### config.mk
export PLATFORM = sky130hd
export DESIGN_NAME = three_level_priority_queue
export DESIGN_NICKNAME = d
export VERILOG_FILES = /design/src/sv/tlpq_pkg.sv /design/src/sv/tlpq_cell.sv /design/src/sv/three_level_priority_queue.sv
export SDC_FILE = /design/constraint.sdc
export NUM_CORES = 1
export LEC_CHECK = 0
export BUFFER_PORTS_ARGS = -buffer_cell sky130_fd_sc_hd__buf_2
export CAP_MARGIN = 20
export CORE_AREA = 2 2 322 324
export CTS_BUF_LIST = sky130_fd_sc_hd__clkbuf_2
export DETAILED_ROUTE_END_ITERATION = 7
export DIE_AREA = 0 0 324 326
export HOLD_SLACK_MARGIN = 0.12
export PLACE_DENSITY_LB_ADDON = 0.1
export SYNTH_ARGS = -nofsm -noshare
export SYNTH_HDL_FRONTEND = slang
export SYNTH_SLANG_ARGS = --single-unit
### constraint.sdc
create_clock -name clk -period 7.1 [get_ports clk]
set_input_delay 0 -clock clk [delete_from_list [all_inputs] [get_ports clk]]
set_output_delay 0 -clock clk [all_outputs]
set_load 0.03 [all_outputs]
### src/sv/tlpq_pkg.sv
`default_nettype none
// ----------------------------------------------------------------------------
// tlpq_pkg
// shared types and constants for the three-level priority queue
// ----------------------------------------------------------------------------
package tlpq_pkg;

    localparam int DEPTH_DEF         = 16;
    localparam int PAYLOAD_WIDTH_DEF = 32;

    localparam int LEVEL_W   = 2;
    localparam int STATUS_W  = 2;
    localparam int IN_PAY_W  = 32;
    localparam int OUT_PAY_W = 32;
    localparam int OCC_W     = 5;
    localparam int IN_TDATA_W  = 40;
    localparam int OUT_TDATA_W = 48;

    localparam logic                OP_INSERT = 1'b0;
    localparam logic                OP_REMOVE = 1'b1;

    localparam logic [STATUS_W-1:0] STATUS_OK    = 2'd0;
    localparam logic [STATUS_W-1:0] STATUS_EMPTY = 2'd1;
    localparam logic [STATUS_W-1:0] STATUS_FULL  = 2'd2;

    localparam logic [LEVEL_W-1:0]  LEVEL_MAX = 2'd2;

    typedef struct packed {
        logic               shift_in;
        logic               shift_out;
        logic [LEVEL_W-1:0] level;
    } cell_ctrl_t;

endpackage
`default_nettype wire

### src/sv/tlpq_cell.sv
`default_nettype none
// ----------------------------------------------------------------------------
// tlpq_cell
// one slot of the sorted chain: holds, takes the new entry or shifts
// ----------------------------------------------------------------------------
module tlpq_cell
    import tlpq_pkg::*;
#(
    parameter int PAYLOAD_WIDTH = PAYLOAD_WIDTH_DEF
) (
    input  wire logic                     clk,
    input  wire cell_ctrl_t               ctrl,
    input  wire logic [PAYLOAD_WIDTH-1:0] new_payload,
    input  wire logic                     occ,
    input  wire logic                     prev_keep,
    input  wire logic [LEVEL_W-1:0]       prev_level,
    input  wire logic [PAYLOAD_WIDTH-1:0] prev_payload,
    input  wire logic [LEVEL_W-1:0]       next_level,
    input  wire logic [PAYLOAD_WIDTH-1:0] next_payload,
    output logic [LEVEL_W-1:0]            level,
    output logic [PAYLOAD_WIDTH-1:0]      payload,
    output logic                          keep
);

    logic [LEVEL_W-1:0]       level_reg;
    logic [LEVEL_W-1:0]       level_next;
    logic [PAYLOAD_WIDTH-1:0] payload_reg;
    logic [PAYLOAD_WIDTH-1:0] payload_next;

    assign keep    = occ && (level_reg <= ctrl.level);
    assign level   = level_reg;
    assign payload = payload_reg;

    always_comb
    begin
        level_next   = level_reg;
        payload_next = payload_reg;
        if (ctrl.shift_in && !keep)
        begin
            if (prev_keep)
            begin
                level_next   = ctrl.level;
                payload_next = new_payload;
            end
            else
            begin
                level_next   = prev_level;
                payload_next = prev_payload;
            end
        end
        else if (ctrl.shift_out)
        begin
            level_next   = next_level;
            payload_next = next_payload;
        end
    end

    always_ff @(posedge clk)
    begin
        level_reg   <= level_next;
        payload_reg <= payload_next;
    end

endmodule
`default_nettype wire

### src/sv/three_level_priority_queue.sv
`default_nettype none
// ----------------------------------------------------------------------------
// three_level_priority_queue
// bounded priority queue with three levels, fifo within a level
// ----------------------------------------------------------------------------
// Each request is an insert (opcode 0) or a remove of the head (opcode 1) and
// gives exactly one response. Entries sit in a chain of DEPTH cells kept in
// queue order; on an insert every cell compares its own level with the new
// one at once and either holds, takes the new entry or takes its left
// neighbour, and on a remove every cell takes its right neighbour. One
// request is thus taken every clock cycle unless an untaken response stalls
// it; the response sits in an output register in the next cycle, and the
// single chain update per cycle sets that rate. Level 3 is treated as level
// 2. An empty remove answers status 1, a full insert is dropped with status 2.
module three_level_priority_queue
    import tlpq_pkg::*;
#(
    parameter int DEPTH         = DEPTH_DEF,
    parameter int PAYLOAD_WIDTH = PAYLOAD_WIDTH_DEF
) (
    input  wire logic                   clk,
    input  wire logic                   rst_n,
    input  wire logic                   s_tvalid,
    output logic                        s_tready,
    // opcode[0], level[2:1], payload[34:3], zero pad[39:35]
    input  wire logic [IN_TDATA_W-1:0]  s_tdata,
    output logic                        m_tvalid,
    input  wire logic                   m_tready,
    // status[1:0], out_payload[33:2], out_level[35:34], occupancy[40:36],
    // is_empty[41], zero pad[47:42]
    output logic [OUT_TDATA_W-1:0]      m_tdata
);

    localparam int CNT_W = $clog2(DEPTH + 1);

    logic                     in_fire;
    logic                     op;
    logic [LEVEL_W-1:0]       lvl_raw;
    logic [LEVEL_W-1:0]       lvl;
    logic [PAYLOAD_WIDTH-1:0] pay;
    logic                     full;
    logic                     empty;
    cell_ctrl_t               ctrl;

    logic [CNT_W-1:0]         count_reg;
    logic [CNT_W-1:0]         count_next;
    logic                     m_tvalid_reg;
    logic                     m_tvalid_next;
    logic [OUT_TDATA_W-1:0]   m_tdata_reg;
    logic [OUT_TDATA_W-1:0]   m_tdata_next;

    logic [LEVEL_W-1:0]       cell_lvl [DEPTH];
    logic [PAYLOAD_WIDTH-1:0] cell_pay [DEPTH];
    logic [DEPTH-1:0]         cell_keep;
    logic [DEPTH-1:0]         cell_occ;

    logic [STATUS_W-1:0]      status;
    logic [OUT_PAY_W-1:0]     out_payload;
    logic [LEVEL_W-1:0]       out_level;

    assign s_tready = !m_tvalid_reg || m_tready;
    assign in_fire  = s_tvalid && s_tready;
    assign op       = s_tdata[0];
    assign lvl_raw  = s_tdata[2:1];
    assign lvl      = (lvl_raw > LEVEL_MAX) ? LEVEL_MAX : lvl_raw;
    assign pay      = PAYLOAD_WIDTH'(s_tdata[3 +: IN_PAY_W]);
    assign full     = (count_reg == CNT_W'(DEPTH));
    assign empty    = (count_reg == '0);

    assign ctrl.shift_in  = in_fire && (op == OP_INSERT) && !full;
    assign ctrl.shift_out = in_fire && (op == OP_REMOVE) && !empty;
    assign ctrl.level     = lvl;

    genvar gi;
    generate
        for (gi = 0; gi < DEPTH; gi++)
        begin : g_cell
            logic                     prev_keep;
            logic [LEVEL_W-1:0]       prev_level;
            logic [PAYLOAD_WIDTH-1:0] prev_payload;
            logic [LEVEL_W-1:0]       next_level;
            logic [PAYLOAD_WIDTH-1:0] next_payload;

            assign cell_occ[gi] = (CNT_W'(gi) < count_reg);

            if (gi == 0)
            begin : g_first
                assign prev_keep    = 1'b1;
                assign prev_level   = lvl;
                assign prev_payload = pay;
            end
            else
            begin : g_mid
                assign prev_keep    = cell_keep[gi-1];
                assign prev_level   = cell_lvl[gi-1];
                assign prev_payload = cell_pay[gi-1];
            end

            if (gi == DEPTH - 1)
            begin : g_last
                assign next_level   = cell_lvl[gi];
                assign next_payload = cell_pay[gi];
            end
            else
            begin : g_inner
                assign next_level   = cell_lvl[gi+1];
                assign next_payload = cell_pay[gi+1];
            end

            tlpq_cell #(
                .PAYLOAD_WIDTH (PAYLOAD_WIDTH)
            ) u_cell (
                .clk          (clk),
                .ctrl         (ctrl),
                .new_payload  (pay),
                .occ          (cell_occ[gi]),
                .prev_keep    (prev_keep),
                .prev_level   (prev_level),
                .prev_payload (prev_payload),
                .next_level   (next_level),
                .next_payload (next_payload),
                .level        (cell_lvl[gi]),
                .payload      (cell_pay[gi]),
                .keep         (cell_keep[gi])
            );
        end
    endgenerate

    always_comb
    begin
        count_next  = count_reg;
        status      = STATUS_OK;
        out_payload = '0;
        out_level   = '0;
        if (ctrl.shift_in)
        begin
            count_next = count_reg + 1'b1;
        end
        else if (ctrl.shift_out)
        begin
            count_next  = count_reg - 1'b1;
            out_payload = OUT_PAY_W'(cell_pay[0]);
            out_level   = cell_lvl[0];
        end
        else if (op == OP_INSERT)
        begin
            status = STATUS_FULL;
        end
        else
        begin
            status = STATUS_EMPTY;
        end
    end

    always_comb
    begin
        m_tvalid_next = m_tvalid_reg;
        m_tdata_next  = m_tdata_reg;
        if (in_fire)
        begin
            m_tvalid_next = 1'b1;
            m_tdata_next  = {6'd0, (count_next == '0), OCC_W'(count_next),
                             out_level, out_payload, status};
        end
        else if (m_tready)
        begin
            m_tvalid_next = 1'b0;
        end
    end

    always_ff @(posedge clk or negedge rst_n)
    begin
        if (!rst_n)
        begin
            count_reg    <= '0;
            m_tvalid_reg <= 1'b0;
        end
        else
        begin
            if (in_fire)
            begin
                count_reg <= count_next;
            end
            m_tvalid_reg <= m_tvalid_next;
        end
    end

    always_ff @(posedge clk)
    begin
        m_tdata_reg <= m_tdata_next;
    end

    assign m_tvalid = m_tvalid_reg;
    assign m_tdata  = m_tdata_reg;

endmodule
`default_nettype wire
==> results by group, run 1 <==
Power and ir drop
  – Comb power frac: 34.1%
  – Leak: 0.0137 uW
  – Switch Pwr: 4200 uW
  – Clock Power Share: 22.2%
  – P_int: 7410 uW
  – Switching part of the total: 36.2%
  – Worst vdd ir: 0.000191 V
  – Power per cell area: 338 nW/um2
  – Reg power frac: 43.7%

Final layout
  – Area Overhead vs Synth: 12.5%
  – Final non-filler cell area: 34300 um2
  – Share of layout cells above drive strength 1: 17.7%
  – Final net count: 2787
  – Max reg flops: 512

Placement
  – Dpl cell area: 31800 um2
  – DP HPWL: 50300 um
  – I/O Buffers: 82
  – Final weighted congestion in routability-driven placement: 0.741
  – DP Worst Slack: 2.88 ns

Timing
  – RSZ-0062 raised after global routing: no
  – Final setup skew: 0.0604 ns
  – Slew Viols, Final: 0
  – Min cycle time layout: 4.18 ns
  – Setup TNS: 0 ns
  – Hold Violations, Final: 0
  – # setup viols final: 0
  – Fmax: 239 MHz
  – Tcrit/Tclk final: 58.9%
  – Worst Max-Slew Pin Slew: 1.06 ns
  – Final worst setup slack: 2.92 ns
  – Max-Slew Margin vs Limit: 29.2%

CTS
  – CTS Buf Count: 164
  – Post-CTS Setup Inserts: 0
  – Worst skew pair latency: 1.34 ns
  – CTS tree: built
  – Max Buffers Root-to-Sink: 3
  – H-tree lvl count: 4
  – Root buffer cell: clkbuf_2
  – Clk pin slew, worst setup/hold paths: 0.10 ns
  – Clk sinks: 592

Outcome
  – Status: finished, final reports clean

Die
  – Chip Width: 324 um
  – Core area: 103000 um2
  – DIE HEIGHT: 326 um
  – Die area: 106000 um2
  – Starting Density: 29.7%
  – Number of I/O pins: 94
  – Floorplan row count: 118

Min path
  – Hold Path Sink: count_reg[3]
  – Hold path startpoint: s_tvalid
  – Hold Path Stages: 6
  – Worst hold path class: in -> reg

Yosys
  – Area leader, netlist: edfxtp_1
  – Synthesis Warnings: 0
  – Post-Syn Area: 30500 um2
  – Register area share after synthesis: 58.2%
  – Synthesized area per cell: 12.0 um2
  – Top cell type's share of synthesized area: 57.7%
  – Distinct cells, synth: 48
  – Number of flops mapped to enable cells by yosys: 586
  – Main area contributors after synthesis: edfxtp_1 (58%), mux2i_1 (16%), a21oi_1 (7.3%)
  – FFs w/ async S/R, synth: 1.01%
  – Ys flop type: edfxtp_1
  – Cells after synthesis: 2540
  – Register bit total from synthesis: 592

Worst setup path
  – Crit-path max FO: 35
  – Data arrival time of the worst path: 5.12 ns
  – Worst R2R End: g_cell[0].u_cell.payload[12]
  – FF-to-FF path depth: 6
  – CP endpoint kind: flip-flop
  – Reg2Reg Launch Point: count_reg[0]
  – CP required: 8.04 ns
  – Worst setup path class: reg -> reg
  – Reg2Reg Setup Slack: 2.92 ns
  – Setup crit start kind: flip-flop

GRT
  – Initial antenna violation count: 10
  – GR peak layer: met1
  – Met2 Usage GRT: 20.3%
  – Largest net degree at the start of global routing: 70
  – Vias in the first global route: 19200
  – Grt met3 use: 3.22%
  – Met1 Use GR: 21.8%
  – Grt total ovfl: 0
  – First-pass GRT wire length: 119000 um
  – Global Route Usage Sum: 14.5%

Drt
  – Via density: 4.65
  – Initial DRC count: 1136
  – Number of nets still failing antenna checks after routing: 0
  – Pre-antenna DRT Iters: 5
  – Avg WL per Cell: 18.3 um
  – Routed vias: 19600
  – Drt total wl: 77000 um
  – Residual DRC: 0

Run
  – Max-cap viol count: 0
[timing repair]
item                                    CTS  global route
endpoints found under the hold margin  1037             0
hold buffers                             85             0
gates resized for setup                   0             0
[per-stage QoR]
step	total power, uW	util (%)	cells	hold WS [ns]
CTS	11800	33.3	4192	0.143
global route	12400	33.4	4206	0.284
floorplan	8060	-	2545	-0.296
global placement	8950	30.9	3826	-0.159
detailed placement	9050	31.0	3828	-0.151
finish	11600	33.4	4208	0.426
[area by class of cell]
type                    count  area [um2]
inverters                  20        75.1
well taps                1380        1730
repair buffers            199        1630
clock buffers             251        1260
fillers                 10400       68300
clock inverters            28         238
multi-input cells        1730       11600
flip-flops and latches    592       17700
diodes                      8        20.0
[worst max-delay path by stage]
stage,end,slack [ns],cells past startpoint,from
floorplan,g_cell[15].u_cell.level[0],3.36,8,count_reg[1]
global route,g_cell[0].u_cell.payload[3],2.59,6,count_reg[0]
CTS,g_cell[0].u_cell.payload[3],2.83,6,count_reg[0]
detailed placement,g_cell[0].u_cell.payload[20],2.88,6,count_reg[0]
finish,g_cell[0].u_cell.payload[12],2.92,6,count_reg[0]
global placement,g_cell[0].u_cell.payload[16],2.94,6,count_reg[0]
[critical path, stage by stage (launching register included)]
cell and delay [ns]:
dfrtp_1 0.59, inv_1 0.20, ha_1 0.25, nor4bb_1 0.13, nor3_1 0.60, and2_2 1.00
or2_2 0.95
[metal layers]
metal  wire (um)  vias to the layer above
li1            -                     9693
met1       39700                     9208
met2       31300                      539
met3        4420                      130
met4        1530                        0
met5           0                        -
[placed cells by master, fill, tap and decap left out, drive strengths merged, types with 5 or more instances in the layout]
cell	instances
clkbuf	251
mux2i	476
o21ai	23
edfxtp	586
nand2	37
or2	16
bufinv	5
dfrtp	6
diode	8
mux2	67
inv	24
clkinv	19
ha	36
nand2b	5
a21oi	491
xnor2	6
conb	6
and2	36
dlygate4sd3	85
nor2b	19
buf	114
nor2	482
[cell usage after synthesis (3+ instances only)]
master and count:
dfrtp_1 6, nor2b_1 19, buf_6 18, mux2_2 38
or3_1 4, or2_1 10, a21oi_4 9, mux2_1 29
clkbuf_1 65, ha_1 36, buf_2 84, edfxtp_1 586
nand2_2 7, inv_1 20, mux2i_1 476, a21oi_2 35
or2_2 6, and2_1 36, buf_4 32, o21ai_0 21
xnor2_1 6, nor2_1 482, a21oi_1 447, clkbuf_4 3
a21o_1 4, nand2b_1 5, nand2_1 30
[power groups by stage]
stage	combinational (uW)	sequential, uW	clock (uW)
floorplan	3040	5020	0
global placement	3830	5120	0
detailed placement	3910	5140	0
CTS	3970	5060	2730
global route	4350	5140	2890
finish	3960	5070	2580
[cell families after synthesis]
kind of cell	after synthesis	share of synthesized area (%)
other	1	0.0123
muxes	543	18.1
and+or+nand+nor	613	8.43
AOI/OAI and AO/OA	526	9.56
xor gates and xnor gates	6	0.172
buffers and inverters	223	4.02
adders and majority gates	36	1.48
DFF	592	58.2
Power figures use the tool's default switching activity.
==> run 2, diff against run 1 <==
--- a/config.mk
+++ b/config.mk
@@ -5,6 +5,7 @@
 export SDC_FILE = /design/constraint.sdc
 export NUM_CORES = 1
 export LEC_CHECK = 0
+export ABC_AREA = 1
 export BUFFER_PORTS_ARGS = -buffer_cell sky130_fd_sc_hd__buf_2
 export CAP_MARGIN = 20
 export CORE_AREA = 2 2 322 324
==> constraint.sdc (replaced) <==
create_clock -name clk -period 4.1 [get_ports clk]
set_input_delay 0 -clock clk [delete_from_list [all_inputs] [get_ports clk]]
set_output_delay 0 -clock clk [all_outputs]
set_load 0.03 [all_outputs]
==> results by group, run 2 <==
Yosys
  – Synthesis Warnings: 0
  – Synthesized area per cell: 9.15 um2
  – FFs w/ async S/R, synth: 1.01%
  – Register bit total from synthesis: 592
  – Number of flops mapped to enable cells by yosys: 586
  – Distinct cells, synth: 30
  – Register area share after synthesis: 58.3%
  – Top-count cell post-synth: o21ai_0
  – Top cell type's share of synthesized area: 57.8%
  – Ys flop type: edfxtp_1
  – Area leader, netlist: edfxtp_1
  – Post-Syn Area: 30500 um2
  – Most frequent cells after synthesis: o21ai_0 (620), edfxtp_1 (586), nand2_1 (514)
  – Main area contributors after synthesis: edfxtp_1 (58%), o21ai_0 (10%), a21oi_1 (8.2%)
  – Cells after synthesis: 3331

Final layout
  – Final non-filler cell area: 34700 um2
  – Most common cell after layout, fill and taps aside: o21ai_0
  – Fin cells: 4987
  – Final net count: 3566
  – Commonest cells after routing, fill and taps aside: o21ai_0 (620), edfxtp_1 (586), nand2_1 (506)
  – Area Overhead vs Synth: 13.9%
  – Max reg flops: 512
  – Share of layout cells above drive strength 1: 13.0%

GRT
  – Initial antenna violation count: 5
  – Largest net degree at the start of global routing: 102
  – Global Route Usage Sum: 20.4%
  – Grt total ovfl: 0
  – Vias in the first global route: 24000
  – First-pass GRT wire length: 161000 um

CTS
  – Worst skew pair latency: 1.37 ns
  – CTS Buf Count: 167
  – CTS tree: built
  – Root buffer cell: clkbuf_2
  – H-tree lvl count: 4
  – Clk sinks: 592
  – Clk pin slew, worst setup/hold paths: 0.11 ns
  – Max Buffers Root-to-Sink: 3

Placement
  – I/O Buffers: 82
  – Dpl cells: 4606
  – Dpl cell area: 32200 um2
  – DP HPWL: 73800 um
  – Final weighted congestion in routability-driven placement: 0.823

Timing
  – Worst Max-Slew Pin Slew: 1.22 ns
  – Max-Slew Margin vs Limit: 18.1%
  – Slew Viols, Final: 0
  – Worst hold slack: 0.396 ns
  – Tcrit/Tclk final: 90.8%
  – Min cycle time layout: 3.72 ns
  – Hold Violations, Final: 0
  – Final setup skew: 0.0690 ns
  – RSZ-0062 raised after global routing: no
  – Fmax: 269 MHz
  – # setup viols final: 0
  – Setup TNS: 0 ns

Worst setup path
  – Reg2Reg Setup Slack: 0.38 ns
  – Crit-path max FO: 74
  – CP required: 5.29 ns
  – Worst setup path class: reg -> reg
  – CP startpoint: count_reg[0]
  – Reg2Reg Launch Point: count_reg[0]
  – Setup crit start kind: flip-flop
  – Data arrival time of the worst path: 4.91 ns
  – CP endpoint kind: flip-flop

Min path
  – Hold path startpoint: s_tdata[2]
  – Worst hold path class: in -> reg

Drt
  – Routed vias: 25400
  – Residual DRC: 0
  – Via density: 5.09
  – Drt total wl: 110000 um
  – Avg WL per Cell: 22.0 um
  – Initial DRC count: 2720
  – Number of nets still failing antenna checks after routing: 0
  – Pre-antenna DRT Iters: 6

Die
  – DIE HEIGHT: 326 um
  – Die area: 106000 um2
  – Starting Density: 29.7%
  – Chip Width: 324 um
  – Number of I/O pins: 94
  – Core area: 103000 um2
  – Floorplan row count: 118

Run
  – Max-cap viol count: 0

Outcome
  – Status: finished, final reports clean

Power and ir drop
  – Worst vdd ir: 0.000271 V
  – Leak: 0.0139 uW
  – Power per cell area: 637 nW/um2
  – Final Power: 22100 uW
## run 2: changes by cell type after synthesis, moves of 36 or more
cell,before,now
o21ai_0,21,620
nand2_1,30,514
mux2i_1,476,0
inv_1,20,335
nor2_1,482,198
nand3_1,2,117
clkbuf_1,65,156
a21oi_1,447,500
mux2_2,38,0
o21ai_1,1,39
and2_1,36,0
## run 2: final cells by class
type	instances	area (um2)
antenna	2	5.00
clock buffer	250	1250
clock inverter	38	314
fill	10800	67900
inverter	350	1310
multi-input combinational	2126	10300
sequential	592	17700
tap	1380	1730
timing repair buffer	249	2040
## run 2: critical path, cell delays in order, from the launching register on
cell,delay (ns)
dfrtp_1,0.51
clkinv_1,0.33
ha_1,0.34
nand2_1,0.07
nor2_1,0.07
nor2_4,0.14
buf_12,0.31
nand2_1,0.21
inv_2,0.59
nor2_1,0.13
a21oi_1,0.15
dlygate4sd3_1,0.56
## run 2: what timing repair did
action                                  in CTS  in global routing
endpoints found under the hold margin     1120                  0
hold buffers                                91                  0
resized for setup                            0                  0
endpoints found under the setup margin       0                  0
setup buffers                                0                  0
## run 2: cells by family (layout without fill, tap and decap cells)
family / count (synthesis) / after routing / synth area share, %
AO/OA/AOI/OAI: 1234 / 1234 / 20.8
AND/OR/NAND/NOR: 847 / 847 / 11.1
buffers and inverters: 618 / 887 / 8.27
flip-flops: 592 / 592 / 58.3
adder cells (fa/ha/maj): 36 / 36 / 1.48
XOR/XNOR: 3 / 3 / 0.0863
other: 1 / 8 / 0.0123
## run 2: path summary, 6_finish.rpt
check / endpoint / cells past startpoint
setup / recovery: g_cell[6].u_cell.payload[17] / 11
hold / removal: g_cell[11].u_cell.level[1] / 6
setup reg to reg: g_cell[6].u_cell.payload[17] / 11
hold reg to reg: g_cell[8].u_cell.payload[30] / 2
max in group asynchronous: m_tvalid / 5
min in group asynchronous: count_reg[3] / 5
## run 2: where the power goes
| part | internal [uW] | switching [uW] |
|---|---|---|
| Combinational | 2010 | 5980 |
| Sequential | 8750 | 717 |
| Clock | 1990 | 2670 |
| Total | 12700 | 9370 |
## run 2: stage by stage
stage               setup WS [ns]  util, %
finish                      0.378     33.8
global route                0.157     33.8
CTS                         0.462     33.8
detailed placement          0.700     31.4
global placement            0.666     31.4
floorplan                   0.445        -
## run 2: routing by layer
metal / track usage, % / part of all wire (%) / up-vias
met5: 0 / 0 / -
met4: 5.95 / 2.0 / 0
met3: 3.55 / 7.6 / 175
met2: 28.3 / 41 / 1093
met1: 32.0 / 49 / 12200
li1: - / - / 11900
==> run 3, diff against run 2 <==
--- a/config.mk
+++ b/config.mk
@@ -8,10 +8,10 @@
 export ABC_AREA = 1
 export BUFFER_PORTS_ARGS = -buffer_cell sky130_fd_sc_hd__buf_2
 export CAP_MARGIN = 20
-export CORE_AREA = 2 2 322 324
+export CORE_AREA = 2 2 229 231
 export CTS_BUF_LIST = sky130_fd_sc_hd__clkbuf_2
 export DETAILED_ROUTE_END_ITERATION = 7
-export DIE_AREA = 0 0 324 326
+export DIE_AREA = 0 0 231 233
 export HOLD_SLACK_MARGIN = 0.12
 export PLACE_DENSITY_LB_ADDON = 0.1
 export SYNTH_ARGS = -nofsm -noshare
==> results by group, run 3 (synthesized netlist as in run 2, its figures left out) <==
CTS
  – Max Buffers Root-to-Sink: 3
  – CTS tree: built
  – CTS Buf Count: 154
  – Clk pin slew, worst setup/hold paths: 0.11 ns
  – H-tree lvl count: 4
  – Worst skew pair latency: 1.33 ns
  – Post-CTS Setup Inserts: 0
  – Root buffer cell: clkbuf_2
  – Clk sinks: 592

Worst setup path
  – Worst Path Buf+Inv: 11
  – CP required: 5.27 ns
  – Worst setup path class: in -> reg
  – Reg2Reg Launch Point: count_reg[0]
  – Worst path cell trace: dlygate4sd3_1 > buf_2 > dlygate4sd3_1 > clkinv_1 > nand2_1 > buf_4 > inv_1 > buf_4 > ha_1 > nand2_1 > o21ai_0 > nand2_1 > buf_4 > inv_1 > buf_4 > nand2_1 > a21oi_1 > dlygate4sd3_1
  – Setup crit start kind: input port
  – CP endpoint kind: flip-flop
  – Reg2Reg Setup Slack: 0.55 ns
  – Family with the most delay on the worst path: buffers and inverters
  – FF-to-FF path depth: 12
  – CP max stage cell: dlygate4sd3_1
  – Data arrival time of the worst path: 4.82 ns
  – Crit-path max FO: 22
  – Worst R2R End: g_cell[6].u_cell.payload[12]
  – Crit path largest cell delay: 0.81 ns

GRT
  – First-pass GRT wire length: 141000 um
  – Largest net degree at the start of global routing: 102
  – Grt total ovfl: 0
  – Global Route Usage Sum: 34.8%
  – Vias in the first global route: 23700
  – Initial antenna violation count: 3

Die
  – Die area: 53800 um2
  – Floorplan row count: 83
  – Chip Width: 231 um
  – Core area: 51100 um2
  – Number of I/O pins: 94
  – DIE HEIGHT: 233 um
  – Starting Density: 59.6%

Drt
  – Via density: 6.05
  – Avg WL per Cell: 21.9 um
  – Pre-antenna DRT Iters: 6
  – Routed vias: 25800
  – Number of nets still failing antenna checks after routing: 0
  – Drt total wl: 93200 um
  – Initial DRC count: 3778
  – Residual DRC: 0

Min path
  – Hold path startpoint: s_tvalid
  – Hold Path Stages: 9
  – Hold Path Sink: count_reg[3]
  – Worst hold path class: in -> reg

Final layout
  – Commonest cells after routing, fill and taps aside: o21ai_0 (620), edfxtp_1 (586), nand2_1 (506)
  – Share of layout cells above drive strength 1: 12.3%
  – Area Overhead vs Synth: 10.1%
  – Final net count: 3556
  – Most common cell after layout, fill and taps aside: o21ai_0
  – Max reg flops: 512
  – Final non-filler cell area: 33500 um2
  – Fillers: 4221
  – Fin cells: 4261

Timing
  – Worst Max-Slew Pin Slew: 1.03 ns
  – Slew Viols, Final: 0
  – Hold Violations, Final: 0
  – Max-Slew Margin vs Limit: 31.1%
  – # setup viols final: 0
  – Final setup skew: 0.0794 ns
  – RSZ-0062 raised after global routing: no
  – Min cycle time layout: 3.65 ns
  – Fmax: 274 MHz
  – Setup TNS: 0 ns
  – Tcrit/Tclk final: 89.0%

Placement
  – Final weighted congestion in routability-driven placement: 0.898
  – Dpl cells: 3907
  – DP HPWL: 61100 um
  – Dpl cell area: 31300 um2
  – I/O Buffers: 82

Power and ir drop
  – Power per cell area: 630 nW/um2
  – Leak: 0.0137 uW
  – Worst vdd ir: 0.000413 V

Outcome
  – Status: finished, final reports clean

Run
  – Max-cap viol count: 0
run 3: changes by cell type in the layout (fill, tap and decap cells not counted), sizes merged:
cell | previous run | this run
dlygate4sd3 | 91 | 92
bufinv | 6 | 2
clkbuf | 250 | 231
buf | 158 | 160
clkinv | 26 | 23
clkinvlp | 3 | 0
run 3: power by group:
part / internal (uW) / switching [uW] / total, uW
Combinational: 1980 / 5660 / 7650
Clock: 1600 / 2440 / 4040
Sequential: 8750 / 701 / 9450
Total: 12300 / 8810 / 21100
run 3: per-stage QoR:
| step | total power [uW] | utilization [%] | hold slack, ns | setup slack (ns) |
|---|---|---|---|---|
| after floorplan | 14500 | - | -0.296 | 0.445 |
| after global placement | 16600 | 61.2 | -0.162 | 0.875 |
| after detailed placement | 16800 | 61.2 | -0.163 | 0.848 |
| after CTS | 20900 | 65.6 | 0.223 | 0.627 |
| after global routing | 22400 | 65.6 | 0.386 | 0.319 |
| final | 21100 | 65.6 | 0.384 | 0.453 |
run 3: timing repair:
action / 4_1_cts / 5_1_grt
hold buffers: 92 / 0
hold endpoints to repair: 1184 / 0
gates resized for setup: 0 / 0
run 3: final cells by class:
type	count	area [um2]	share of cell area (%)
sequential	592	17700	52.9
multi-input combinational	2126	10300	30.7
timing repair buffer	252	2000	5.98
inverter	350	1310	3.92
clock buffer	231	1160	3.45
tap	680	851	2.54
clock inverter	28	158	0.470
antenna	2	5.00	0.0149
run 3: worst max-delay path by stage:
stage                 start                           end  slack (ns)  cells after the start
3_5_place_dp   count_reg[0]  g_cell[9].u_cell.payload[31]        0.85                      9
2_1_floorplan    s_tdata[2]    g_cell[11].u_cell.level[0]        0.44                     13
3_3_place_gp   count_reg[0]  g_cell[9].u_cell.payload[23]        0.88                      9
6_report         s_tdata[2]  g_cell[6].u_cell.payload[28]        0.45                     18
5_1_grt        count_reg[0]  g_cell[6].u_cell.payload[28]        0.32                     12
4_1_cts        count_reg[0]   g_cell[6].u_cell.payload[6]        0.63                     12
run 3: worst register-to-register path: stages (launching register included):
cell	delay, ns
dfrtp_1	0.50
clkinv_1	0.35
ha_1	0.36
nand2_1	0.06
nor2_1	0.07
nor2_4	0.12
buf_12	0.28
nand2_1	0.23
buf_4	0.22
inv_2	0.45
nor2_1	0.15
a21oi_1	0.13
dlygate4sd3_1	0.55
run 3: per-layer routing:
layer | GRT usage [%] | vias to the layer above | share of wire (%)
li1 | - | 11900 | -
met1 | 51.1 | 11900 | 41
met2 | 49.0 | 1782 | 42
met3 | 10.6 | 188 | 15
met4 | 12.0 | 2 | 2.5
met5 | 0 | - | 0.013
